$ cat src/hdl/pdes_pkg.sv
// Shared types, constants and helpers for the projectile drag Euler step block.
// No dependencies.
package pdes_pkg;

    localparam int FRAC_BITS = 16;                 // state fraction bits (8..24)
    localparam int DT_BITS   = 16;                 // time step fraction bits
    localparam int T_W       = 64 - FRAC_BITS;     // width of speed*|v| >> FRAC_BITS
    localparam int KT_W      = 32 + T_W;           // width of K*t
    localparam int ADDR_W    = 5;

    // register indexes
    localparam logic [2:0] REG_DRAG_COEF   = 3'd0;
    localparam logic [2:0] REG_BODY_WIDTH  = 3'd1;
    localparam logic [2:0] REG_BODY_HEIGHT = 3'd2;
    localparam logic [2:0] REG_BODY_MASS   = 3'd3;
    localparam logic [2:0] REG_GRAVITY     = 3'd4;
    localparam logic [2:0] REG_TIME_STEP   = 3'd5;

    localparam logic [7:0]  RST_DRAG_COEF   = 8'd5;
    localparam logic [11:0] RST_BODY_WIDTH  = 12'd16;
    localparam logic [11:0] RST_BODY_HEIGHT = 12'd16;
    localparam logic [15:0] RST_BODY_MASS   = 16'd500;
    localparam logic [15:0] RST_GRAVITY     = 16'd100;
    localparam logic [15:0] RST_TIME_STEP   = 16'd6554;

    localparam logic OP_TICK = 1'b0;
    localparam logic OP_LOAD = 1'b1;

    typedef struct packed {
        logic [7:0]  drag_coef;
        logic [11:0] body_width;
        logic [11:0] body_height;
        logic [15:0] body_mass;
        logic [15:0] gravity;
        logic [15:0] time_step;
    } cfg_t;

    typedef struct packed {
        logic signed [31:0] value;
        logic               clip;
    } sat_t;

    function automatic sat_t sat32(input logic signed [47:0] x);
        sat_t r;
        if (x > 48'sd2147483647)
        begin
            r.value = 32'sh7FFFFFFF;
            r.clip  = 1'b1;
        end
        else if (x < -48'sd2147483648)
        begin
            r.value = 32'sh80000000;
            r.clip  = 1'b1;
        end
        else
        begin
            r.value = x[31:0];
            r.clip  = 1'b0;
        end
        return r;
    endfunction

endpackage

$ cat src/hdl/pdes_regs.sv
// APB configuration registers of the drag step block.
// Depends on pdes_pkg.
module pdes_regs (
    input  logic                   clk,
    input  logic                   rst_n,
    input  logic                   psel,
    input  logic                   penable,
    input  logic                   pwrite,
    input  logic [pdes_pkg::ADDR_W-1:0] paddr,
    input  logic [31:0]            pwdata,
    output logic [31:0]            prdata,
    output logic                   pready,
    output pdes_pkg::cfg_t         cfg
);
    import pdes_pkg::*;

    cfg_t       cfg_reg;
    logic [2:0] idx;
    logic       wr;

    assign idx    = paddr[4:2];
    assign wr     = psel && penable && pwrite;
    assign pready = 1'b1;
    assign cfg    = cfg_reg;

    always_ff @(posedge clk or negedge rst_n)
    begin
        if (!rst_n)
        begin
            cfg_reg.drag_coef   <= RST_DRAG_COEF;
            cfg_reg.body_width  <= RST_BODY_WIDTH;
            cfg_reg.body_height <= RST_BODY_HEIGHT;
            cfg_reg.body_mass   <= RST_BODY_MASS;
            cfg_reg.gravity     <= RST_GRAVITY;
            cfg_reg.time_step   <= RST_TIME_STEP;
        end
        else if (wr)
        begin
            case (idx)
                REG_DRAG_COEF:   cfg_reg.drag_coef   <= pwdata[7:0];
                REG_BODY_WIDTH:  cfg_reg.body_width  <= pwdata[11:0];
                REG_BODY_HEIGHT: cfg_reg.body_height <= pwdata[11:0];
                REG_BODY_MASS:   cfg_reg.body_mass   <= pwdata[15:0];
                REG_GRAVITY:     cfg_reg.gravity     <= pwdata[15:0];
                REG_TIME_STEP:   cfg_reg.time_step   <= pwdata[15:0];
                default:         ;
            endcase
        end
    end

    always_comb
    begin
        case (idx)
            REG_DRAG_COEF:   prdata = {24'd0, cfg_reg.drag_coef};
            REG_BODY_WIDTH:  prdata = {20'd0, cfg_reg.body_width};
            REG_BODY_HEIGHT: prdata = {20'd0, cfg_reg.body_height};
            REG_BODY_MASS:   prdata = {16'd0, cfg_reg.body_mass};
            REG_GRAVITY:     prdata = {16'd0, cfg_reg.gravity};
            REG_TIME_STEP:   prdata = {16'd0, cfg_reg.time_step};
            default:         prdata = 32'd0;
        endcase
    end
endmodule

$ cat config.mk
export PLATFORM = sky130hd
export DESIGN_NAME = pdes_regs
export DESIGN_NICKNAME = d
export VERILOG_FILES = /design/src/hdl/pdes_pkg.sv /design/src/hdl/pdes_regs.sv
export SDC_FILE = /design/constraint.sdc
export NUM_CORES = 1
export LEC_CHECK = 0
export ABC_AREA = 1
export BUFFER_PORTS_ARGS = -buffer_cell sky130_fd_sc_hd__buf_2
export CORE_UTILIZATION = 30
export DETAILED_ROUTE_END_ITERATION = 10
export RECOVER_POWER = 50
export SYNTH_ARGS = -nofsm -noshare
export SYNTH_HDL_FRONTEND = slang
export SYNTH_SLANG_ARGS = --single-unit
export TNS_END_PERCENT = 5
$ cat constraint.sdc
create_clock -name clk -period 2.2 [get_ports clk]
set_clock_uncertainty 0.15 [all_clocks]
set_input_delay 0.11 -clock clk [delete_from_list [all_inputs] [get_ports clk]]
set_output_delay 0.11 -clock clk [all_outputs]
set_load 0.02 [all_outputs]
**After elaboration in Yosys (flattened, before gate mapping)**

Index checks and enable logic that the tools add are counted.

- Input bits: 42
- Logic and storage cells: 21
- Output and inout bits: 113
- Bits in registers: 80

- Multiplexer cells: 1
- Reductions and logical operators: 9
- Equal/unequal tests: 5

Operators with widths:

| cell | count |
|---|---|
| case mux 16 bit (6 select lines) | 1 |
| AND reduction 2 bit | 6 |
| == test 3 x 2 -> 1 bit (second input constant) | 2 |
| == test 3 bit (second input constant) | 2 |
| == test 3 x 1 -> 1 bit (second input constant) | 1 |
| logical NOT 3 bit | 1 |
| logical AND 1 bit | 2 |

**Depth between registers and ports, before layout**

- Word-level depth: 3
- Gate-level depth with buffers: 9
- Gate-level depth less buffers: 6

**Worst setup path before layout**

No wires, ideal clock.

- Kind: in2out
- From: in paddr[2] (netlist bit)
- To: out prdata[11]
- Data required time: 1.940 ns
- Stages: 7
- Setup slack: 0.955 ns
- Buffers on the path: 2
- Arrival time: 0.985 ns
- Path through: buf_6 nor2_8 clkbuf_1 nand3_1 nand2_1 inv_1 nand3_1

- Word-level cells in the longest chain between the ends: 2
- Elaborated cells on any way between the ends: 7
- Those cells by class: eq/ne (5); mux (1); reduce/logical (1)

RTL lines:

| item | line | text |
|---|---|---|
| start, declared | pdes_regs.sv:9 | `input logic [pdes_pkg::ADDR_W-1:0] paddr,` |
| == test 3 bit (tied with other cells) | pdes_regs.sv:53 | `case (idx)` |
| case mux 16 bit (6 select lines) (*) | pdes_regs.sv:53 |  |
| end, declared | pdes_regs.sv:11 | `output logic [31:0] prdata,` |

Mark *: on every way between the ends. The rest lies on a longest branch, timed or not.

**Worst setup path in the final report**

- From: in paddr[3] (netlist bit)
- To: out prdata[14]

The elaborated chain is that of the path after synthesis.

==> summary.md <==
| Metric | Value |
|---|---|
| Crit path cell chain | `buf_2, nor2_8, nand2_2, inv_1, nand2_1, nand3_1, buf_2` |
| Average size of a mapped cell | `8.065 um^2` |
| Residual DRC | `0` |
| Post-DP HPWL | `approximately 9800 um` |
| Setup TNS | `0 ns` |
| Hold Fails Final Rpt | `0` |
| Largest net degree at the start of global routing | `43` |
| Commonest non-fill, non-tap cell in the layout | `nand2_1` |
| Dominant cells by area after synthesis | `dfrtp_1 (35%), nand2_1 (15%), dfstp_2 (12%)` |
| Simple-gate share of the synthesized area | `28.87%` |
| Post-synth top area share | `between 30% and 40%` |
| Die X | `121.6 um` |
| RSZ-0062 raised after global routing | `false` |
| Critical R2R Launch | `cfg[72]$_DFFE_PN1P_` |
| Worst Path Arrival | `1.51 ns` |
| H-tree depth | `3` |
| Worst EP required | `a little under 2 ns` |
| Met2 WL | `6053 um` |
| Setup CP Type | `input pin to primary output` |
| FF+latch count, synth | `80` |
| Fillers | `1462` |
| Worst path max stage delay | `0.43 ns` |
| CP startpoint | `paddr[3]` |
| Detailed Route WL | `13460 um` |
| Global-route wire length before repair | `20820 um` |
| Total number of vias | `3916` |
| Worst-path maximum fanout | `20` |
| Drt wl/cell | `~16 um` |
| CTS Sinks | `80` |
| Antenna Cells | `0` |
| Post-route ant nets | `0` |
| LEAKAGE | `2.702 nW` |
| Distinct cells, synth | `24` |
| Pre-Repair DR Iteration Count | `5` |
| # nets final | `697` |
| FP Rows | `43` |
| Highest Clock Rate | `565.3 MHz` |
| Status | `complete, no violations` |
| Compound-Gate Fraction of Synth Area | `about 11%` |
| Period utilization | `80.41%` |
| Worst Setup End Kind | `primary output` |
| Slowest CP cell | `buf_2` |
| Postcts setup bufs | `0` |
| Multiplexer share of the synthesized area | `0%` |
| Post_cts resized | `0` |
| Largest register FFs | `80` |
| CTS max path bufs | `2` |
| Boundary pin count | `155` |
| Cell Count, Final, Fillers Out | `840` |
| Min-Delay Startpoint | `paddr[4]` |
| Post-Synthesis Cells | `~530` |
| Largest family of logic cells by synthesized area | `simple AND/OR/NAND/NOR gates` |
| Most frequent cells in the layout | `nand2_1 (168), clkbuf_1 (61), dfrtp_1 (60), buf_2 (58), o21ai_0 (50)` |
| Final min period | `between 1.5 and 2 ns` |
| Max-Cap Viols | `0` |
| Cell Area, Synth | `between 4000 and 5000 um^2` |
| Number of port buffers | `~120` |
| Adder-cell share of the synthesized area | `0%` |
| CTS tree | `yes` |
| Worst Path Buf+Inv | `3` |
| Max rail drop VDD | `0.3485 mV` |
| Path type of the worst min-delay path | `input pin to flop` |
| Initial antenna violation count | `1` |
| Clock transition at the registers of the reported paths | `around 0.070 ns` |
| DR WL met3 | `826 um` |
| Fin. max-slew vios | `0` |
| Yosys top cell by area | `dfrtp_1` |
| Storage element area | `between 2000 and 2500 um^2` |
| CORE AREA | `approximately 14000 um^2` |
| Worst skew pair latency | `approximately 0.35 ns` |
| Power Dens Cells | `924.8 nW/um^2` |
| Sequential element share of the synthesized area | `47.24%` |
| Worst-Margin Slew | `1.088 ns` |
| Footprint of the multi-input gates | `1790 um^2` |
| DP Cell Count | `807` |
| Vias in the first global route | `3542` |
| Root buffer cell | `clkbuf_16` |
| Cell mode on critical path | `buf_2` |
| Synth Warn # | `0` |
| Max-slew headroom | `27.50%` |
| Aggregate global routing overflow | `0` |
| Final Wtd Congestion | `0.8099` |
| Starting Density | `a little over 30%` |
| Synth Area in XOR/XNOR | `0%` |
| Avg Vias per Cell | `4.662` |
| Top sig layer | `met5` |
| Die area | `14780 um^2` |
| CTS Buf Count | `9` |
| Final Setup Violations | `0` |
| Area Overhead vs Synth | `23.88%` |
| Share of cells above drive strength 1 | `21.67%` |
| M1 WL | `6306 um` |
| Gr usage total | `18.95%` |
| CP top delay family | `buffers and inverters` |
| Worst Setup Start Kind | `input pin` |
| DRT iter0 DRCs | `roughly 250` |
| DIE HEIGHT | `around 120 um` |
| Final core occ | `between 30% and 40%` |
[what timing repair did]
item | in CTS | in global routing
endpoints found under the hold margin | 121 | 0
endpoints found under the setup margin | 0 | 0
hold buffers | 17 | 0
[through the flow]
stage	area (um^2)	worst slack [ns]	power, W	hold slack [ns]
6_report	5315	0.4310	0.004915	0.1721
2_1_floorplan	4347	0.9554	0.002900	-0.3356
4_1_cts	5393	0.4267	0.005022	0.1663
5_1_grt	5315	0.3014	0.005191	0.2247
3_5_place_dp	4925	0.3767	0.003461	-0.005236
3_3_place_gp	4925	0.3855	0.003443	-0.007798
[cell type report]
cell class,count,share of cell area (%)
Tap cell,180,4.237
Timing Repair Buffer,144,14.83
Multi-Input combinational cell,371,33.69
Clock inverter,6,1.295
Inverter,49,3.508
Sequential cell,80,38.14
Clock buffer,10,4.308
[routing by layer]
layer	GRT usage [%]	vias up
met5	0	-
met2	27.73	130
met1	26.80	1846
met4	7.253	2
met3	4.682	19
li1	-	1919
[kinds of logic (layout without fill, tap and decap cells)]
| kind of cell | count (synthesis) | after routing |
|---|---|---|
| DFF | 80 | 80 |
| and+or+nand+nor | 274 | 274 |
| AOI/OAI and AO/OA | 80 | 80 |
| buffers and inverters | 96 | 209 |
| other | 2 | 17 |
[synthesized netlist by cell type (all sizes together)]
| master | number |
|---|---|
| inv | 49 |
| clkbuf | 9 |
| nand3 | 25 |
| nand4 | 28 |
| conb | 2 |
| nor2 | 49 |
| dfstp | 20 |
| buf | 38 |
| nand2 | 172 |
| dfrtp | 60 |
| o21ai | 80 |
[power breakdown]
group	switching [W]	internal [W]	total, W
Combinational	0.000951	0.000380	0.00133
Sequential	0.000252	0.00181	0.00206
Clock	0.000637	0.000885	0.00152
Total	0.00184	0.00308	0.00492
[path summary, 6_finish.rpt]
kind,to,slack [ns],cells past startpoint
worst max-delay path,prdata[14],0.43,7
worst min-delay path,cfg[35]$_DFFE_PN0P_,0.17,5
worst max register to register,cfg[72]$_DFFE_PN1P_,1.24,2
worst min register to register,cfg[12]$_DFFE_PN1P_,0.33,2
max in group asynchronous,cfg[40]$_DFFE_PN1P_,0.69,3
min in group asynchronous,cfg[73]$_DFFE_PN0P_,0.35,2
[worst reg2reg max path, cell delays in order (launching register included)]
cell     delay (ns)
dfstp_2        0.53
inv_1          0.05
o21ai_0        0.16
Note: power is estimated with default switching activity, not from simulation.
